File: config.mk
export PLATFORM = sky130hd
export DESIGN_NAME = rvu_recip
export DESIGN_NICKNAME = d
export VERILOG_FILES = /design/src/sv/rvu_pkg.sv /design/src/sv/rvu_recip.sv
export SDC_FILE = /design/constraint.sdc
export NUM_CORES = 2
export LEC_CHECK = 0
export BUFFER_PORTS_ARGS = -buffer_cell sky130_fd_sc_hd__buf_2
export CORE_MARGIN = 4
export CORE_UTILIZATION = 50
export CTS_CLUSTER_SIZE = 40
export DETAILED_ROUTE_END_ITERATION = 8
export PLACE_DENSITY_LB_ADDON = 0.2
export SLEW_MARGIN = 20
export SYNTH_ARGS = -nofsm -noshare
export SYNTH_HDL_FRONTEND = slang
export SYNTH_SLANG_ARGS = --single-unit
File: constraint.sdc
create_clock -name clock -period 22.8 [get_ports clock]
set_input_delay 0 -clock clock [delete_from_list [all_inputs] [get_ports clock]]
set_output_delay 0 -clock clock [all_outputs]
set_load 0.005 [all_outputs]
File: src/sv/rvu_pkg.sv
// Shared constants for the refraction vector unit.
`timescale 1ns / 1ps
`default_nettype none
package rvu_pkg;
   localparam int IDX_W        = 16;
   localparam int FRAC_W       = 30;
   localparam int COS_W        = 31;
   localparam int ETA_W        = 43;
   localparam int OUT_W        = 19;
   localparam int DIV_STEPS    = 43;
   localparam int DIV_PER_STG  = 8;
   localparam int SQRT_STEPS   = 31;
   localparam int SQRT_PER_STG = 4;
   localparam int SQRT_X_W     = 62;
endpackage
`default_nettype wire

File: src/sv/rvu_recip.sv
// Pipelined long division giving floor(2^42 / divisor), up to eight quotient bits per stage.
`timescale 1ns / 1ps
`default_nettype none
module rvu_recip (
   input  wire logic                      clock,
   input  wire logic                      advance,
   input  wire logic [rvu_pkg::IDX_W-1:0] divisor,
   output logic      [rvu_pkg::ETA_W-1:0] quotient
);
   localparam int NST = (rvu_pkg::DIV_STEPS + rvu_pkg::DIV_PER_STG - 1) / rvu_pkg::DIV_PER_STG;
   localparam int RW  = rvu_pkg::IDX_W;
   localparam int QW  = rvu_pkg::ETA_W;

   logic [RW-1:0] rem_ff [NST];
   logic [QW-1:0] quo_ff [NST];
   logic [RW-1:0] div_ff [NST];
   logic [RW-1:0] rem_at [NST+1];
   logic [QW-1:0] quo_at [NST+1];
   logic [RW-1:0] div_at [NST+1];

   assign rem_at[0] = '0;
   assign quo_at[0] = '0;
   assign div_at[0] = divisor;

   for (genvar g = 0; g < NST; g++) begin : g_stage
      logic [RW-1:0] rem_in;
      logic [QW-1:0] quo_in;
      logic [RW:0]   wide;

      always_comb begin
         rem_in = rem_at[g];
         quo_in = quo_at[g];
         wide   = '0;
         for (int j = 0; j < rvu_pkg::DIV_PER_STG; j++) begin
            if (g * rvu_pkg::DIV_PER_STG + j < rvu_pkg::DIV_STEPS) begin
               wide = {rem_in, ((g * rvu_pkg::DIV_PER_STG + j) == 0)};
               if (wide >= {1'b0, div_at[g]}) begin
                  rem_in = RW'(wide - {1'b0, div_at[g]});
                  quo_in = {quo_in[QW-2:0], 1'b1};
               end else begin
                  rem_in = wide[RW-1:0];
                  quo_in = {quo_in[QW-2:0], 1'b0};
               end
            end
         end
      end

      always_ff @(posedge clock) begin
         if (advance) begin
            rem_ff[g] <= rem_in;
            quo_ff[g] <= quo_in;
            div_ff[g] <= div_at[g];
         end
      end

      assign rem_at[g+1] = rem_ff[g];
      assign quo_at[g+1] = quo_ff[g];
      assign div_at[g+1] = div_ff[g];
   end

   assign quotient = quo_at[NST];
endmodule
`default_nettype wire

==> reports/metrics.yaml <==
synth_ff_type: "edfxtp_1"
io_pins: 61
fin_crit_sh: 0.9419
postSynthAreaPerCell_um2: 8.506
fmax_mhz: 46.56
async_flop_share: 0
syn_inst: 5482
yosys.area_share.simple: 0.1608
cp_slowest_stage_delay_ps: 600
dieArea_mm2: 0.09821
grt_usage: 0.2787
vias: 43013
outcome: "completed"
via_per_inst: 6.087
grt_overflow: 0
tritoncts: "built"
wl_per_cell_um: 20.10
synth.net_count: 6141
place_congestion: 0.9611
ys_top_cells_by_count: "636 x ha_1, 429 x nor2_1, 427 x a21oi_1"
final-hold-violation-count: 0
synth_area_mm2: 0.04663
final_cells: 7066
post-route-min-period_ps: 21480
critical_path.startpoint: "div_ff[3][5]"
drc: 0
yosys-top-cells-area: "edfxtp_1 21%, ha_1 17%, mux2_2 7.1%, xnor2_1 5.3%, a21oi_1 4.6%"
io_buffers: 60
synth_largest_area_cell: "edfxtp_1"
clk_pin_slew_ps: 60
clk_latency_ps: 630
std_cell_rows: 111
antenna_found_initial: 5
seq_area_frac_synth: 0.2080
ys_types: 107
synth_warnings: 0
r2r-start: "div_ff[3][5]"
tightestPinTransition_ps: 1039
drt_iter0_markers: 3355
synth_mux_area_frac: 0.09075
clock_sinks: 323
synthXorXnorAreaFrac: 0.08602
antenna_cells: 0
worstSetupPathType: "flip-flop to flip-flop"
synth_compound_area_frac: 0.2458
max_cap_violations: 0
hp-start: "divisor[12]"
grt_max_degree: 97
placed_cells: 6951
maxSlewViolCount: 0
required_ps: 23210
clk_path_buf_depth: 3
cts_buffers: 42
ys_seq_elements: 323
nets: 6451
htree_levels: 2
fp.dieH_um: 313.4
crit_fanout: 14
synth_top_family_by_area: "compound AO/OA/AOI/OAI gates"
grt_first_pass_wirelength_um: 220700
synth_edf_count: 323
placeableCoreArea_mm2: 0.09208
initial_core_util: 0.5064
post-synth-top-count-cell: "ha_1"
areaGrowthSynthToFinish_pct: 12.03
setup.worst_path.start_class: "flip-flop"
die_x_um: 313.4
slew_headroom: 0.3074
cp_common_cell: "buf_4"
synthAdderAreaFrac: 0.1728
finClkSkew_ps: 46.32
setup_viol: 0
crit_arrival_ps: 21880
dp_hpwl_um: 111000
holdCritPathClass: "input pin to flip-flop"
cts-root-buf: "clkbuf_16"
drive_gt1_frac: 0.1551
synth_top_area_share: 0.2080
routed_wl_um: 142000
end_kind: "flip-flop"
drtAntennaViolNets: 0
first_pass_iters: 6
worst_path_max_delay_cell: "o21ai_0"
utilization: 0.5673
grt_pass1_vias: 40721
[kinds of logic (layout without fill, tap and decap cells)]
logic type      after synthesis  after routing
fa+ha+maj                   641            641
simple gates               1536           1536
buf+inv                     430            771
mux                         383            383
flops                       323            323
compound gates             1711           1711
xor+xnor                    458            458
[layout make-up]
class	count	area (um^2)
timing repair buffer	373	2731
sequential	323	9699
tap	1243	1555
fill	8456	39840
inverter	322	1231
clock buffer	47	1091
multi-input combinational	4729	35560
timing repair inverter	1	7.507
clock inverter	28	366.6
[routing by layer]
layer,vias to the layer above,GRT usage,part of all wire
met5,-,0,0.00039
met4,8,0.1096,0.046
met3,350,0.04265,0.064
met2,1332,0.4539,0.44
met1,20069,0.3722,0.44
li1,21254,-,-
[repair_timing]
item / 4_1_cts / 5_1_grt
endpoints found under the hold margin: 102 / 0
gates resized for setup: 0 / 98
hold buffers: 17 / 0
setup endpoints to repair: 0 / 85
setup buffers: 0 / 22
[placed cells by master (no fill, tap or decap), types with 43 or more instances in the layout]
| cell | instances |
|---|---|
| o21ai_0 | 298 |
| inv_1 | 299 |
| mux2_2 | 293 |
| nand3_1 | 115 |
| nand2b_1 | 63 |
| nand4_1 | 87 |
| xnor2_1 | 283 |
| mux2i_1 | 80 |
| nor3_1 | 110 |
| o31ai_1 | 52 |
| nor4_1 | 44 |
| a21oi_1 | 419 |
| buf_2 | 59 |
| or2_2 | 48 |
| xor2_1 | 175 |
| a211oi_1 | 45 |
| o21a_1 | 147 |
| buf_4 | 293 |
| clkbuf_16 | 43 |
| nand2_1 | 366 |
| and3_1 | 50 |
| o21bai_1 | 75 |
| nor2_1 | 427 |
| a21o_1 | 248 |
| nor2b_1 | 75 |
| ha_1 | 630 |
| edfxtp_1 | 323 |
[flip-flops by register name, summed over array words and instances (netlist names)]
register and count:
div_ff 80, quo_ff 163, rem_ff 80
[path summary, 6_finish.rpt]
path,end,slack (ps),depth (start not counted)
max,rem_ff[4][6],1320,100
min,div_ff[0][12],160,2
max reg2reg,rem_ff[4][6],1320,100
min reg2reg,quo_ff[5][20],410,0
[through the flow]
step / instance area, um^2 / hold slack, ps / setup TNS, ps / setup slack (ps)
after floorplan: 46630 / 98.87 / 0 / 156.3
after global placement: 50150 / 207.6 / 0 / 108.3
after detailed placement: 50150 / 220.3 / 0 / 2.236
after CTS: 51780 / 111.6 / 0 / 31.32
after global routing: 52240 / 161.8 / -633.9 / -50.93
final: 52240 / 155.2 / 0 / 1324
[critical path: cells and delay by family (launching register included)]
family	cells	cell delay (ps)
DFF	1	400
AOI/OAI and AO/OA	53	10580
buffers and inverters	14	2260
muxes	4	1300
adders and majority gates	8	2430
and+or+nand+nor	21	4200
Power is left out: the tool's default activity adds up to more than one toggle a clock period on the data nets, which glitch-free logic cannot reach.
