File: src/sv/rvu_pkg.sv
// Shared constants for the refraction vector unit.
`timescale 1ns / 1ps
`default_nettype none
package rvu_pkg;
   localparam int IDX_W        = 16;
   localparam int FRAC_W       = 30;
   localparam int COS_W        = 31;
   localparam int ETA_W        = 43;
   localparam int OUT_W        = 19;
   localparam int DIV_STEPS    = 43;
   localparam int DIV_PER_STG  = 8;
   localparam int SQRT_STEPS   = 31;
   localparam int SQRT_PER_STG = 4;
   localparam int SQRT_X_W     = 62;
endpackage
`default_nettype wire

File: src/sv/rvu_sqrt.sv
// Pipelined digit-by-digit integer square root, up to four result bits per stage.
`timescale 1ns / 1ps
`default_nettype none
module rvu_sqrt (
   input  wire logic                         clock,
   input  wire logic                         advance,
   input  wire logic [rvu_pkg::SQRT_X_W-1:0] radicand,
   output logic      [rvu_pkg::COS_W-1:0]    root
);
   localparam int NST = (rvu_pkg::SQRT_STEPS + rvu_pkg::SQRT_PER_STG - 1)
                        / rvu_pkg::SQRT_PER_STG;
   localparam int XW  = rvu_pkg::SQRT_X_W;

   logic [XW-1:0] x_ff   [NST];
   logic [XW-1:0] res_ff [NST];
   logic [XW-1:0] x_at   [NST+1];
   logic [XW-1:0] res_at [NST+1];

   assign x_at[0]   = radicand;
   assign res_at[0] = '0;

   for (genvar g = 0; g < NST; g++) begin : g_stage
      logic [XW-1:0] x_in;
      logic [XW-1:0] res_in;
      logic [XW-1:0] trial;
      logic [XW-1:0] bit_w;

      always_comb begin
         x_in   = x_at[g];
         res_in = res_at[g];
         trial  = '0;
         bit_w  = '0;
         for (int j = 0; j < rvu_pkg::SQRT_PER_STG; j++) begin
            if (g * rvu_pkg::SQRT_PER_STG + j < rvu_pkg::SQRT_STEPS) begin
               bit_w = XW'(1) << (2 * (rvu_pkg::SQRT_STEPS - 1
                                       - (g * rvu_pkg::SQRT_PER_STG + j)));
               trial = res_in + bit_w;
               if (x_in >= trial) begin
                  x_in   = x_in - trial;
                  res_in = (res_in >> 1) + bit_w;
               end else begin
                  res_in = res_in >> 1;
               end
            end
         end
      end

      always_ff @(posedge clock) begin
         if (advance) begin
            x_ff[g]   <= x_in;
            res_ff[g] <= res_in;
         end
      end

      assign x_at[g+1]   = x_ff[g];
      assign res_at[g+1] = res_ff[g];
   end

   logic unused_x;
   assign unused_x = ^x_at[NST];
   assign root = res_at[NST][rvu_pkg::COS_W-1:0] | {rvu_pkg::COS_W{unused_x & 1'b0}};
endmodule
`default_nettype wire
File: config.mk
export PLATFORM = sky130hd
export DESIGN_NAME = rvu_sqrt
export DESIGN_NICKNAME = d
export VERILOG_FILES = /design/src/sv/rvu_pkg.sv /design/src/sv/rvu_sqrt.sv
export SDC_FILE = /design/constraint.sdc
export NUM_CORES = 2
export LEC_CHECK = 0
export BUFFER_PORTS_ARGS = -buffer_cell sky130_fd_sc_hd__buf_2
export CAP_MARGIN = 20
export CORE_MARGIN = 2
export CORE_UTILIZATION = 51
export CTS_BUF_LIST = sky130_fd_sc_hd__clkbuf_4
export DETAILED_ROUTE_END_ITERATION = 8
export GPL_TIMING_DRIVEN = 0
export PLACE_DENSITY = 0.67
export SYNTH_ARGS = -nofsm -noshare
export SYNTH_HDL_FRONTEND = slang
export SYNTH_SLANG_ARGS = --single-unit
File: constraint.sdc
create_clock -name clock -period 35.6 [get_ports clock]
set_input_delay 7.12 -clock clock [delete_from_list [all_inputs] [get_ports clock]]
set_output_delay 7.12 -clock clock [all_outputs]
set_load 0.01 [all_outputs]
==> results.json <==
{
  "status": "complete, no violations",
  "coreArea_um2": 124000,
  "cts.repair.resized": 0,
  "worst_path_max_delay_cell": "clkbuf_1",
  "required_ns": 36.43,
  "synth_enable_flop_cells": 577,
  "async_flop_share_pct": 0,
  "yosysTopAreaCell": "edfxtp_1",
  "setup_tns_ns": 0,
  "postSynthAreaPerCell_um2": 8.23,
  "cts-buffers-inserted": 155,
  "drt_wl_total_mm": 225,
  "clockRootBuffer": "clkbuf_4",
  "layout.area.seq_um2": 17300,
  "skew_ns": 0.126,
  "worst-slew-pin-transition_ns": 1.11,
  "row_count": 129,
  "grt_pass1_wl_mm": 335,
  "insertion_delay_ns": 1.13,
  "r2r_end": "x_ff[6][56]",
  "rr_worst_depth": 64,
  "yosys_warnings": 0,
  "hold_class": "flop to flop",
  "drcViolationCount": 0,
  "cts_hold_buffers": 0,
  "r2r_start": "res_ff[1][99]",
  "ys_ff_latch": 577,
  "fmax_mhz": 53.3,
  "crit_end": "x_ff[6][56]",
  "synth_top_family_by_area": "simple AND/OR/NAND/NOR gates",
  "finalSetupViolCount": 0,
  "wl_per_cell_um": 23.1,
  "nets": 8598,
  "post-cts-setup-buffer-count": 0,
  "hpwl_mm": 185,
  "min_period_ns": 18.76,
  "top_usage_layer": "met2",
  "use_met3_pct": 4.55,
  "yosysSeqAreaShare_pct": 27.3,
  "finalHoldViolCount": 0,
  "cpPeakStageDelay_ns": 0.69,
  "synth.distinct_cells": 130,
  "startpoint_type": "flop",
  "relSlewSlack_pct": 25.3,
  "drt_first_pass_iters": 6,
  "ff2ff_setup_slack_ns": 16.84,
  "use_met2_pct": 58.3,
  "synth_xor_area_share_pct": 10.2,
  "ys.flop_type": "edfxtp_1",
  "place_congestion": 1.02,
  "route.vias.total": 61600,
  "met1_usage_pct": 41.5,
  "first_global_vias": 57200,
  "n_fill_cell": 11800,
  "die_y_um": 357,
  "ys_top_cells_by_count": "nor2_1, a21oi_1, nand2_1",
  "grt_max_degree": 123,
  "pin_count": 95,
  "synth_top_area_share_pct": 27.3,
  "crit_path_end_kind": "flop",
  "synthesis.nets": 8335,
  "synth_cells": 7727,
  "grt_usage_pct": 34.0,
  "muxShareOfSynthArea_pct": 1.94,
  "maxSlewViolCount": 0,
  "synth_compound_gate_area_share_pct": 22.1,
  "crit_type": "flop to flop",
  "die_x_um": 357,
  "synth.area.top_cells": "edfxtp_1, ha_1, xnor2_1, a21oi_1, nor2_1",
  "fin_crit_sh_pct": 52.7,
  "syn_area_um2": 63600,
  "dieArea_um2": 128000,
  "fin_util_pct": 55.3,
  "arrival_ns": 19.59,
  "vias_per_cell": 6.32,
  "clkTransAtPathRegs_ns": 0.06,
  "synthToLayoutAreaGrowth_pct": 7.55,
  "ant_nets": 0,
  "portBuffers": 94,
  "cts_htree_levels": 4,
  "antenna_found_initial": 3,
  "clock_path_buffers": 3,
  "final_layout_size_suffix_gt1_share_pct": 7.76,
  "floorplan.initialDensity_pct": 51.4,
  "initialDrtViolationCount": 5707,
  "synthSimpleGateAreaFrac_pct": 23.9,
  "cts_tree": "done",
  "post-synth-top-count-cell": "nor2_1",
  "rsz0062_at_grt": "false",
  "multi_input_area_um2": 43800,
  "cp-startpoint": "res_ff[1][99]",
  "overflow": 0,
  "cp_max_fo": 12,
  "cts.sinks": 577,
  "drv_cap": 0,
  "synth_fa_ha_area_share_pct": 10.7
}
[per-layer routing]
metal | wire length (um) | vias to the layer above | part of all wire (%)
li1 | - | 29500 | -
met1 | 91300 | 29100 | 41
met2 | 107000 | 2413 | 48
met3 | 13900 | 559 | 6.2
met4 | 12500 | 0 | 5.5
met5 | 0 | - | 0
[cell families (layout without fill, tap and decap cells)]
| kind of cell | count (synthesis) | count (layout) |
|---|---|---|
| other | 0 | 4 |
| and+or+nand+nor | 2950 | 2950 |
| adders and majority gates | 544 | 544 |
| xor gates and xnor gates | 743 | 743 |
| DFF | 577 | 577 |
| buffers and inverters | 613 | 990 |
| muxes | 114 | 114 |
| AOI/OAI and AO/OA | 2186 | 2186 |
[registers in the layout (all words and copies together) (netlist names)]
register  flops
res_ff      143
x_ff        434
[worst min-delay path by stage]
| stage | from | endpoint | cells past startpoint |
|---|---|---|---|
| final | res_ff[1][35] | res_ff[1][93] | 0 |
| after global routing | res_ff[1][37] | res_ff[1][95] | 0 |
| after CTS | res_ff[1][35] | res_ff[1][93] | 0 |
| after detailed placement | res_ff[1][36] | res_ff[1][94] | 0 |
| after global placement | res_ff[1][29] | res_ff[1][87] | 0 |
| after floorplan | res_ff[0][54] | res_ff[0][112] | 0 |
[critical path, delay by kind of cell (launching register included)]
kind | cells | cell delay [ns]
adders and majority gates | 4 | 1.53
xor gates and xnor gates | 1 | 0.18
DFF | 1 | 0.50
buffers and inverters | 20 | 6.19
and+or+nand+nor | 19 | 5.37
AOI/OAI and AO/OA | 20 | 4.68
[placed cells by master, fill, tap and decap left out, drive strengths merged, types with 89 or more instances in the layout]
cell and count:
a211oi 90, a21o 234, a21oi 726, buf 185, clkbuf 374, edfxtp 577, ha 544, inv 373
nand2 685, nand2b 106, nand3 219, nand4 176, nor2 764, nor3 218, nor4 169, o21a 89
o21ai 440, or3 90, xnor2 469, xor2 274
[final cells by class]
class	instances	share of cell area, %
Clock buffer	206	2.26
Sequential cell	577	25.3
Antenna cell	4	0.0146
Inverter	365	2.01
Tap cell	1637	3.00
Multi-Input combinational cell	6537	64.0
Timing Repair Buffer	106	0.968
Buffer	248	1.60
Clock inverter	65	0.783
[per-stage QoR]
stage          setup slack [ns]  hold slack, ns  cells  instance area (um^2)
2_1_floorplan             22.34           0.426   7727                 63600
3_3_place_gp              17.33           0.431   9458                 66100
3_5_place_dp              17.36           0.433   9467                 66300
4_1_cts                   17.32           0.361   9738                 68400
5_1_grt                   15.95           0.385   9745                 68400
6_report                  16.84           0.378   9745                 68400
Power is left out: the tool's default activity adds up to more than one toggle a clock period on the data nets, which glitch-free logic cannot reach.
